## src/design/pfm_pkg.sv

```systemverilog
// Package for the page frame manager: actions, status codes, shared constants.
// No dependencies.
package pfm_pkg;
  localparam int unsigned NumFramesDef = 16;
  localparam int unsigned PinBitsDef = 8;
  localparam int unsigned SweepTurns = 2;
  localparam int unsigned MaxResults = 16;

  typedef enum logic [2:0] {
    ActGet = 3'd0, ActAlloc = 3'd1, ActDirty = 3'd2, ActUnpin = 3'd3,
    ActForce = 3'd4, ActForceFile = 3'd5
  } action_e;

  typedef enum logic [2:0] {
    StOk = 3'd0, StNotIn = 3'd1, StUnpinned = 3'd2, StNoFrame = 3'd3,
    StAlready = 3'd4, StPinLimit = 3'd5
  } status_e;

  typedef enum logic [2:0] {
    SIdle, SScan, SOut, SSweep, SFile, SFileEnd
  } state_e;
endpackage

```

## src/design/page_frame_manager_clock.sv

```systemverilog
// Top level of the page frame manager with clock replacement.
// Depends on pfm_pkg.
//
// Usage: one request (action_i, file_id_i, page_num_i) is taken on the input
// channel when in_valid_i is high and in_stall_o is low. Each request gives
// one or more results on the output channel, taken when out_valid_o is high
// and out_stall_i is low; last_o marks the final one. Requests are worked
// one at a time; in_stall_o stays high until the last result has been taken.
// Tags, pin counts and flags live in a frame memory with a registered read.
// The lookup reads the memory one frame a cycle. A miss with no free frame
// then runs the clock sweep, which visits at most 2 * NUM_FRAMES frames.
// An unknown action skips the lookup and answers from the output state.
// A force whole file gives its final result from the end state once the scan
// is over; each earlier result goes out when the scan finds the next one.
// Valid bits and the clock hand are cleared at reset. A frame entry is written
// in full whenever a frame is taken, so the memory needs no clearing pass.
// While the receiver stalls, the result register holds; a force whole file
// scan pauses when it has a further result to hand over.
module page_frame_manager_clock
  import pfm_pkg::*;
#(
  parameter int unsigned NUM_FRAMES = NumFramesDef,
  parameter int unsigned PIN_BITS = PinBitsDef
) (
  input  logic        clk_i,
  input  logic        rst_ni,
  input  logic        in_valid_i,
  output logic        in_stall_o,
  input  logic [2:0]  action_i,
  input  logic [7:0]  file_id_i,
  input  logic [23:0] page_num_i,
  output logic        out_valid_o,
  input  logic        out_stall_i,
  output logic [2:0]  status_o,
  output logic [3:0]  frame_o,
  output logic        fill_needed_o,
  output logic        writeback_needed_o,
  output logic [7:0]  wb_file_id_o,
  output logic [23:0] wb_page_num_o,
  output logic        last_o
);
  localparam int unsigned FW = $clog2(NUM_FRAMES);
  localparam int unsigned EW = 8 + 24 + PIN_BITS + 2;
  localparam logic [FW-1:0] LastIdx = FW'(NUM_FRAMES - 1);
  localparam logic [PIN_BITS-1:0] PinMax = '1;
  localparam int unsigned SW = $clog2(SweepTurns * NUM_FRAMES + 1);
  localparam logic [SW-1:0] SweepLimit = SW'(SweepTurns * NUM_FRAMES);
  localparam logic [4:0] ResLimit = 5'(MaxResults);

  // Entry layout: {file, page, pin, dirty, ref}.
  logic [EW-1:0] mem [NUM_FRAMES];
  logic [EW-1:0] rd_q;
  logic          we;
  logic [FW-1:0] wa, ra;
  logic [EW-1:0] wd;
  logic [NUM_FRAMES-1:0] valid_q, valid_d;

  state_e state_q, state_d;
  logic [2:0]  act_q;
  logic [7:0]  file_q;
  logic [23:0] page_q;
  logic [FW-1:0] idx_q, idx_d, hand_q, hand_d;
  logic [SW-1:0] cnt_q, cnt_d;
  logic        hit_q, hit_d, free_q, free_d;
  logic [FW-1:0] hidx_q, hidx_d, fidx_q, fidx_d;
  logic [4:0]  nres_q, nres_d;
  logic        pend_v_q, pend_v_d;
  logic [FW-1:0] pend_idx_q, pend_idx_d;
  logic [23:0] pend_page_q, pend_page_d;

  logic [2:0]  st_q, st_d;
  logic [3:0]  fr_q, fr_d;
  logic        fill_q, fill_d, wb_q, wb_d, last_q, last_d;
  logic [7:0]  wbf_q, wbf_d;
  logic [23:0] wbp_q, wbp_d;
  logic        ov_q, ov_d;

  logic [7:0]  r_file;
  logic [23:0] r_page;
  logic [PIN_BITS-1:0] r_pin;
  logic        r_dirty, r_ref;
  assign {r_file, r_page, r_pin, r_dirty, r_ref} = rd_q;

  always_ff @(posedge clk_i) begin
    if (we) mem[wa] <= wd;
    rd_q <= mem[ra];
  end

  logic accept, out_free, scan_last, scan_hit, load_act, need_sweep;
  logic sweep_take, sweep_done, file_hit, file_block;

  assign in_stall_o = (state_q != SIdle) || ov_q;
  assign accept     = in_valid_i && !in_stall_o;
  // The result register may be loaded when it is empty or is taken this cycle.
  assign out_free   = !ov_q || !out_stall_i;
  assign scan_last  = (idx_q == LastIdx);
  assign scan_hit   = valid_q[idx_q] && (r_file == file_q) && (r_page == page_q);
  assign load_act   = (act_q == ActGet) || (act_q == ActAlloc);
  assign need_sweep = load_act && !hit_q && !free_q;
  assign sweep_take = (r_pin == '0) && !r_ref;
  assign sweep_done = (cnt_q + SW'(1)) == SweepLimit;
  assign file_hit   = valid_q[idx_q] && (r_file == file_q) && r_dirty &&
                      (nres_q < ResLimit);
  // A second writeback is found while the previous one cannot be handed over.
  assign file_block = file_hit && pend_v_q && !out_free;

  // A freshly loaded frame: pinned once, clean, referenced.
  function automatic logic [EW-1:0] new_entry(input logic [7:0] f,
                                               input logic [23:0] p);
    return {f, p, PIN_BITS'(1), 1'b0, 1'b1};
  endfunction

  function automatic logic [FW-1:0] hand_step(input logic [FW-1:0] h);
    return (h == LastIdx) ? '0 : h + FW'(1);
  endfunction

  // Next state.
  always_comb begin
    state_d = state_q;
    unique case (state_q)
      SIdle: begin
        if (accept) begin
          if (action_i == ActForceFile) state_d = SFile;
          else if (action_i > ActForceFile) state_d = SOut;
          else state_d = SScan;
        end
      end
      SScan: begin
        if (scan_last) state_d = SOut;
      end
      SOut: begin
        state_d = need_sweep ? SSweep : SIdle;
      end
      SSweep: begin
        if (sweep_take || sweep_done) state_d = SIdle;
      end
      SFile: begin
        if (!file_block && scan_last) state_d = SFileEnd;
      end
      SFileEnd: begin
        if (out_free) state_d = SIdle;
      end
      default: state_d = SIdle;
    endcase
  end

  // Memory accesses, bookkeeping and the result register.
  always_comb begin
    idx_d = idx_q; hand_d = hand_q; cnt_d = cnt_q;
    hit_d = hit_q; free_d = free_q; hidx_d = hidx_q; fidx_d = fidx_q;
    nres_d = nres_q; valid_d = valid_q;
    pend_v_d = pend_v_q; pend_idx_d = pend_idx_q; pend_page_d = pend_page_q;
    st_d = st_q; fr_d = fr_q; fill_d = fill_q; wb_d = wb_q; last_d = last_q;
    wbf_d = wbf_q; wbp_d = wbp_q; ov_d = ov_q && out_stall_i;
    we = 1'b0; wa = idx_q; wd = rd_q; ra = idx_q;
    unique case (state_q)
      SIdle: begin
        ra = '0;
        if (accept) begin
          idx_d = '0; hit_d = 1'b0; free_d = 1'b0; nres_d = '0; pend_v_d = 1'b0;
          cnt_d = '0;
          st_d = StNotIn; fr_d = '0; fill_d = 1'b0; wb_d = 1'b0;
          wbf_d = '0; wbp_d = '0; last_d = 1'b1;
        end
      end
      SScan: begin
        // rd_q holds entry idx_q; ra prefetches the next one.
        ra = idx_q + FW'(1);
        if (scan_hit && !hit_q) begin
          hit_d = 1'b1; hidx_d = idx_q;
        end
        if (!valid_q[idx_q] && !free_q) begin
          free_d = 1'b1; fidx_d = idx_q;
        end
        if (scan_last) begin
          ra = hit_d ? hidx_d : fidx_d;
        end else begin
          idx_d = idx_q + FW'(1);
        end
      end
      SOut: begin
        // rd_q holds the hit frame, if any; unknown actions ignore it.
        ov_d = !need_sweep;
        if (act_q > ActForceFile) begin
          st_d = StNotIn;
        end else if (load_act) begin
          if (hit_q) begin
            fr_d = 4'(hidx_q);
            if (act_q == ActAlloc) begin
              st_d = StAlready;
            end else if (r_pin == PinMax) begin
              st_d = StPinLimit;
            end else begin
              st_d = StOk; we = 1'b1; wa = hidx_q;
              wd = {r_file, r_page, r_pin + PIN_BITS'(1), r_dirty, 1'b1};
            end
          end else if (free_q) begin
            st_d = StOk; fr_d = 4'(fidx_q); fill_d = (act_q == ActGet);
            we = 1'b1; wa = fidx_q; wd = new_entry(file_q, page_q);
            valid_d[fidx_q] = 1'b1;
          end else begin
            // Every frame is taken: start the clock sweep one past the hand.
            hand_d = hand_step(hand_q);
            ra = hand_step(hand_q);
            cnt_d = '0;
          end
        end else if (!hit_q) begin
          st_d = StNotIn;
        end else begin
          fr_d = 4'(hidx_q); st_d = StOk; wa = hidx_q;
          if (act_q == ActForce) begin
            if (r_dirty) begin
              wb_d = 1'b1; wbf_d = r_file; wbp_d = r_page; we = 1'b1;
              wd = {r_file, r_page, r_pin, 1'b0, r_ref};
            end
          end else if (r_pin == '0) begin
            st_d = StUnpinned;
          end else if (act_q == ActDirty) begin
            we = 1'b1; wd = {r_file, r_page, r_pin, 1'b1, 1'b1};
          end else begin
            we = 1'b1; wd = {r_file, r_page, r_pin - PIN_BITS'(1), r_dirty, 1'b0};
          end
        end
      end
      SSweep: begin
        // rd_q holds entry hand_q. Pinned frames are skipped, referenced ones
        // lose their reference bit, and the first other frame is evicted.
        if (r_pin != '0) begin
          cnt_d = cnt_q + SW'(1);
        end else if (r_ref) begin
          we = 1'b1; wa = hand_q; wd = {r_file, r_page, r_pin, r_dirty, 1'b0};
          cnt_d = cnt_q + SW'(1);
        end else begin
          we = 1'b1; wa = hand_q; wd = new_entry(file_q, page_q);
          st_d = StOk; fr_d = 4'(hand_q); fill_d = (act_q == ActGet);
          wb_d = r_dirty; wbf_d = r_dirty ? r_file : '0;
          wbp_d = r_dirty ? r_page : '0;
          ov_d = 1'b1;
        end
        if (!sweep_take) begin
          if (sweep_done) begin
            // Two full turns without a victim; the hand is back at its start.
            st_d = StNoFrame; fr_d = '0; ov_d = 1'b1;
          end else begin
            hand_d = hand_step(hand_q);
            ra = hand_step(hand_q);
          end
        end
      end
      SFile: begin
        // rd_q holds entry idx_q. A matching dirty frame is cleaned and kept
        // as the pending writeback; the one it replaces goes out, not last.
        if (!file_block) begin
          if (file_hit) begin
            we = 1'b1; wd = {r_file, r_page, r_pin, 1'b0, r_ref};
            nres_d = nres_q + 5'd1;
            if (pend_v_q) begin
              st_d = StOk; fr_d = 4'(pend_idx_q); fill_d = 1'b0; wb_d = 1'b1;
              wbf_d = file_q; wbp_d = pend_page_q; last_d = 1'b0; ov_d = 1'b1;
            end
            pend_v_d = 1'b1; pend_idx_d = idx_q; pend_page_d = r_page;
          end
          if (!scan_last) begin
            idx_d = idx_q + FW'(1);
            ra = idx_q + FW'(1);
          end
        end
      end
      SFileEnd: begin
        // The pending writeback, if any, is the final result.
        if (out_free) begin
          ov_d = 1'b1; last_d = 1'b1; st_d = StOk; fill_d = 1'b0;
          if (pend_v_q) begin
            fr_d = 4'(pend_idx_q); wb_d = 1'b1; wbf_d = file_q;
            wbp_d = pend_page_q;
          end else begin
            fr_d = '0; wb_d = 1'b0; wbf_d = '0; wbp_d = '0;
          end
        end
      end
      default: begin
      end
    endcase
  end

  always_ff @(posedge clk_i or negedge rst_ni) begin
    if (!rst_ni) begin
      state_q <= SIdle;
      act_q <= '0; file_q <= '0; page_q <= '0;
      idx_q <= '0; hand_q <= '0; cnt_q <= '0;
      hit_q <= 1'b0; free_q <= 1'b0; hidx_q <= '0; fidx_q <= '0;
      nres_q <= '0; valid_q <= '0;
      pend_v_q <= 1'b0; pend_idx_q <= '0; pend_page_q <= '0;
      st_q <= '0; fr_q <= '0; fill_q <= 1'b0; wb_q <= 1'b0; last_q <= 1'b0;
      wbf_q <= '0; wbp_q <= '0; ov_q <= 1'b0;
    end else begin
      state_q <= state_d;
      if (accept) begin
        act_q <= action_i; file_q <= file_id_i; page_q <= page_num_i;
      end
      idx_q <= idx_d; hand_q <= hand_d; cnt_q <= cnt_d;
      hit_q <= hit_d; free_q <= free_d; hidx_q <= hidx_d; fidx_q <= fidx_d;
      nres_q <= nres_d; valid_q <= valid_d;
      pend_v_q <= pend_v_d; pend_idx_q <= pend_idx_d; pend_page_q <= pend_page_d;
      st_q <= st_d; fr_q <= fr_d; fill_q <= fill_d; wb_q <= wb_d; last_q <= last_d;
      wbf_q <= wbf_d; wbp_q <= wbp_d; ov_q <= ov_d;
    end
  end

  assign out_valid_o        = ov_q;
  assign status_o           = st_q;
  assign frame_o            = fr_q;
  assign fill_needed_o      = fill_q;
  assign writeback_needed_o = wb_q;
  assign wb_file_id_o       = wbf_q;
  assign wb_page_num_o      = wbp_q;
  assign last_o             = last_q;
endmodule

```

## config.mk

```make
export PLATFORM = sky130hd
export DESIGN_NAME = page_frame_manager_clock
export DESIGN_NICKNAME = d
export VERILOG_FILES = /design/src/design/pfm_pkg.sv /design/src/design/page_frame_manager_clock.sv
export SDC_FILE = /design/constraint.sdc
export NUM_CORES = 1
export LEC_CHECK = 0
export ABC_AREA = 1
export BUFFER_PORTS_ARGS = -buffer_cell sky130_fd_sc_hd__buf_2
export CORE_MARGIN = 2
export CORE_UTILIZATION = 55
export CTS_CLUSTER_SIZE = 16
export DETAILED_ROUTE_END_ITERATION = 16
export GPL_TIMING_DRIVEN = 1
export PLACE_DENSITY = 0.78
export SLEW_MARGIN = 20
export SYNTH_ARGS = -nofsm -noshare
export SYNTH_HDL_FRONTEND = slang
export SYNTH_SLANG_ARGS = --single-unit
```

## constraint.sdc

```tcl
create_clock -name clk_i -period 5.8 [get_ports clk_i]
set_input_delay 0.58 -clock clk_i [delete_from_list [all_inputs] [get_ports clk_i]]
set_output_delay 0.58 -clock clk_i [all_outputs]
set_load 0.03 [all_outputs]
```

Word-level counts from Yosys, hierarchy flattened

Memory sizes are Yosys's and may differ from the RTL's. A register that Yosys moved wholly into a read port is not among the register bits.
Index checks and enable logic that the tools add are counted.

Memories: 1
Output and inout bits: 44
Word-level logic and storage cells: 333
Input port bits: 39
Memory bits (writable): 672
Flip-flop bits (word level): 155

Memories:

| memory | words | bits a word | read ports | clocked after memory_dff | write ports | line                           | source |
|---|---|---|---|---|---|---|---|
| mem    | 16    | 42          | 1          | 1                        | 1           | page_frame_manager_clock.sv:51 | `logic [EW-1:0] mem [NUM_FRAMES];` |

Bitwise logic cells: 4
Mux-type cells: 196
$add $sub $neg: 6
Equal/unequal tests: 41
Magnitude comparators: 6
Reduce and logical (&&, ||, !) cells: 55

Operator list:

| cell                 | number |
|---|---|
| $mux W24             | 14 |
| $mux W42             | 6 |
| $mux W4              | 42 |
| $pmux W42 S3         | 1 |
| $pmux W24 S5         | 1 |
| $mux W8              | 14 |
| $mux W10             | 6 |
| $mux W3              | 20 |
| $mux W1              | 55 |
| $ne A2 B2 Y1 const B | 22 |
| $mux W6              | 7 |
| $pmux W4 S5          | 2 |
| $pmux W8 S5          | 1 |
| $eq A24 B24 Y1       | 1 |
| $reduce_and A7 Y1    | 3 |
| $pmux W3 S6          | 1 |
| $pmux W6 S3          | 1 |
| $or A16 B16 Y16      | 1 |
| $pmux W4 S2          | 2 |
| $logic_and A1 B1 Y1  | 15 |
| $mux W5              | 3 |
| $pmux W3 S5          | 1 |
| $mux W2              | 7 |
| $reduce_and A13 Y1   | 1 |
| other kinds (42)     | 81 |

Depth between registers and ports, before layout

Depth in word-level cells: 11
Mapped depth: 24
Mapped depth without buffers: 20

Worst setup path after synthesis

Ideal clock, no wire load.

Path kind: register -> register
Start point: register rd_q[2] (read register of mem)
End point: memory mem[0][0] (netlist bit), enable pin
Arrival time: 3.863 ns
Path buffers: 0
Clock period less this slack: 4.305 ns
Data required time: 5.358 ns
Path slack: 1.495 ns
Setup time: 0.442 ns
Stages on the path, launching flop included: 16
Cell sequence: dfxtp_1 ha_1 nand3_1 nor2_1 nand2_1 o21ai_0 nor2_1 nor2_1 nand2_1 o221ai_1 o21ai_0 o21ai_0 o21ai_0 o21ai_0 nand3_1 nor2_1

Cells in the longest elaborated chain, start to end: 9
Elaborated cells between the ends (all ways): 22
Those cells by class: eq/ne: 1; mux: 19; reduce/logical: 2

RTL lines:

| what                                             | line                                                             | source |
|---|---|---|
| start, declared                                  | page_frame_manager_clock.sv:52                                   | `logic [EW-1:0] rd_q;` |
| $eq A8 B8 Y1 or $logic_not A8 Y1 (tied branches) | page_frame_manager_clock.sv:191, page_frame_manager_clock.sv:216 |  |
| $mux W1, on equally long branches                | page_frame_manager_clock.sv:191, page_frame_manager_clock.sv:216 |  |
| $mux W1, on equally long branches                | page_frame_manager_clock.sv:189, page_frame_manager_clock.sv:211 |  |
| $mux W1, on equally long branches                | page_frame_manager_clock.sv:187, page_frame_manager_clock.sv:207 |  |
| $mux W1                                          | page_frame_manager_clock.sv:186                                  | `end else if (load_act) begin` |
| $mux W1                                          | page_frame_manager_clock.sv:184                                  | `if (act_q > ActForceFile) begin` |
| $pmux W1 S3                                      | page_frame_manager_clock.sv:156                                  | `unique case (state_q)` |
| $mux W1                                          | page_frame_manager_clock.sv:85                                   | `if (we) mem[wa] <= wd;` |
| $mux W1 (not written as such)                    | page_frame_manager_clock.sv:85                                   |  |
| end, declared                                    | page_frame_manager_clock.sv:51                                   |  |

Several ways; a longest one is shown, not always the timed one.

Worst setup path in the final report

Start point: register rd_q[2] (read register of mem)
End point: memory mem[2][26] (netlist bit), enable pin

Same word-level chain as after synthesis.

==> impl_metrics.yaml <==
status:
  status: "completed"
synthesis:
  async_flop_share_pct: 17.8
  synth_seq_cells: 869
  synth_area_per_cell_um2: 9.97
  synthTopCellsByArea: "edfxtp_1 (51%), nand3_1 (11%), dfrtp_1 (9.9%), nand2_1 (8.0%), inv_1 (5.4%)"
  yosys.area.top_type: "edfxtp_1"
  syn_area_um2: 39400
  syn_inst: 3946
  yosys_warnings: 0
  seq_area_frac_synth_pct: 63.3
  syn_nets: 3992
  synth_top_cell_area_share_pct: 51.3
  synthFlopType: "edfxtp_1"
  synth_cell_types: 57
  synth_edf_count: 672
worst_setup_path:
  cp_max_fo: 29
  crit_path_start_kind: "flop"
  crit_type: "reg -> reg"
  r2r_cells: 16
  cp_data_required_time_ns: 6.11
  r2r-start: "rd_q[2]"
  critPathArrivalTime_ns: 4.67
  crit_path_end_kind: "flop"
  rrSetupSlack_ns: 1.44
  r2r-end: "mem[2][26]"
clock_network:
  cts_tree: "built"
  numCtsBuffers: 87
  clockBufferDepth: 3
  cts.reportedPaths.clkPinSlew_ns: 0.06
  clk_latency_ns: 0.65
  cts-root-buf: "clkbuf_16"
  clock_sinks: 869
  htreeDepth: 3
sta:
  setup_tns_ns: 0
  skew_ns: 0.0439
  tightest_slew_ns: 1.21
  timing.final.crit_period_ns: 4.36
  grt_setup_unrepaired: "false"
  setup_viol_count_final: 0
  holdWs_ns: 0.137
  final_max_slew_viol_count: 0
  fin_crit_sh_pct: 75.2
  timing.fmax_mhz: 229
  finalHoldViolCount: 0
  slew_headroom_pct: 19.3
finish:
  mostFrequentLayoutCells: "nand2_1 (835), nand3_1 (835), edfxtp_1 (672)"
  final_nets: 4037
  antenna_cells: 0
  area_delta_synth_final_pct: 12.2
  layout-drive-gt1-share_pct: 9.62
  fillers: 5475
hold_path:
  min_path_cells: 3
  hold_path_class: "in -> reg"
  hold_path_end: "page_q[9]"
  hp-start: "page_num_i[9]"
floorplan:
  io_pins: 83
  fp.dieH_um: 272
  start_util_pct: 55.3
  die_area_um2: 73700
  placement_rows: 98
  coreArea_um2: 71100
  chipWidth_um: 272
grt:
  antenna_found_initial: 4
  grt_usage_pct: 28.5
  overflow: 0
  grt_first_pass_wirelength_mm: 162
  grt_max_degree: 213
  grt_pass1_vias: 27921
pwr:
  p_leak_nw: 18.7
  powerDensity_nw_per_um2: 587
  peakVddDrop_mv: 0.556
route:
  drtPass1Iterations: 8
  num_vias: 29227
  drc_errors: 0
  wl_per_cell_um: 21.2
  wirelength_mm: 106
  drt_iter0_drc: 3789
  avgViaCountPerCell: 5.83
  ant_nets: 0
place:
  post-dp-hpwl_mm: 58.5
  place_congestion: 0.966
  io_buffers: 82
run:
  drv_cap: 0
## through the flow
step           cell area [um^2]  total power, mW  instances  util (%)  worst slack, ns
2_1_floorplan             39400             16.4       3946         -             1.50
3_3_place_gp              41000             19.4       4851      57.6             1.59
3_5_place_dp              41000             19.6       4851      57.6             1.57
4_1_cts                   44200             25.8       5015      62.1             1.51
5_1_grt                   44200             27.3       5015      62.1             1.19
6_report                  44200             25.9       5015      62.1             1.44
## cells in the mapped netlist, types with 15 or more instances
cell and instances:
a21oi_1 25, buf_2 87, clkbuf_1 100, dfrtp_1 155, dfxtp_1 42, edfxtp_1 672
inv_1 566, mux2_1 20, nand2_1 838, nand3_1 836, nand3b_1 88, nor2_1 93
nor3_1 15, o21ai_0 185, o22ai_1 17, xnor2_1 17, xor2_1 25
## worst max-delay path by stage
stage / startpoint / to / slack [ns] / cells past startpoint
after global routing: rd_q[2] / mem[10][19] / 1.19 / 18
after detailed placement: idx_q[0] / rd_q[5] / 1.57 / 17
after CTS: rd_q[2] / rd_q[3] / 1.51 / 19
after floorplan: rd_q[2] / mem[0][0] / 1.50 / 15
final: rd_q[2] / mem[2][26] / 1.44 / 16
after global placement: rd_q[2] / rd_q[3] / 1.59 / 19
## worst max-delay path, cell delays in order (launching register included)
cell	delay [ns]
dfxtp_1	0.41
ha_1	0.19
nand3_1	0.12
nor2_1	0.15
nand2_1	0.10
o21ai_0	0.47
nor2_1	0.18
nor2_1	0.17
nand2_1	0.06
o221ai_1	0.09
o21ai_0	0.10
o21ai_0	0.10
o21ai_0	0.10
o21ai_0	0.26
nand3_1	0.49
nor2_4	0.67
buf_12	0.33
## cell families (layout without fill, tap and decap cells)
group                    after synthesis  count (layout)  synth area share, %
buffers and inverters                799             918                 8.29
AO/OA/AOI/OAI                        279             279                 4.02
flip-flops                           869             869                 63.3
AND/OR/NAND/NOR                     1908            1908                 22.1
adder cells (fa/ha/maj)                7               7                0.223
XOR/XNOR                              42              42                0.935
multiplexers                          42              42                 1.18
## repair_timing
| action | CTS | global route |
|---|---|---|
| gates resized for setup | 0 | 0 |
| hold buffers | 1 | 0 |
| hold endpoints to repair | 64 | 0 |
| buffers inserted | 0 | 0 |
## power by group
part / total (mW) / switching [mW] / internal (mW)
combinational: 11.1 / 7.95 / 3.18
clock: 6.12 / 2.43 / 3.69
sequential: 8.70 / 0.535 / 8.17
total: 25.9 / 10.9 / 15.0
## final cells by class
| cell class | instances | area (um^2) | share of cell area, % |
|---|---|---|---|
| sequential | 869 | 24900 | 56.4 |
| multi-input combinational | 2278 | 11400 | 25.8 |
| inverter | 576 | 2170 | 4.90 |
| timing repair buffer | 179 | 1360 | 3.08 |
| tap | 950 | 1190 | 2.69 |
| clock buffer | 115 | 2510 | 5.69 |
| clock inverter | 48 | 648 | 1.47 |
## flip-flops by register name, indices dropped and copies added, names as in the netlist, 4 cells and up
| register | flops |
|---|---|
| pend_page_q | 24 |
| wb_file_id_o | 8 |
| frame_o | 4 |
| wb_page_num_o | 24 |
| file_q | 8 |
| nres_q | 5 |
| fidx_q | 4 |
| rd_q | 42 |
| cnt_q | 6 |
| hidx_q | 4 |
| pend_idx_q | 4 |
| page_q | 24 |
| hand_q | 4 |
| mem | 672 |
| valid_q | 16 |
| idx_q | 4 |
## layer usage
metal  share of wire, %  up-vias  GRT usage (%)
met5              0.012        -              0
met4                3.5        2           11.1
met3                 11      287           5.36
met2                 47     1735           45.3
met1                 38    13860           39.0
li1                   -    13343              -
No activity file was read; power rests on OpenSTA's default activity.
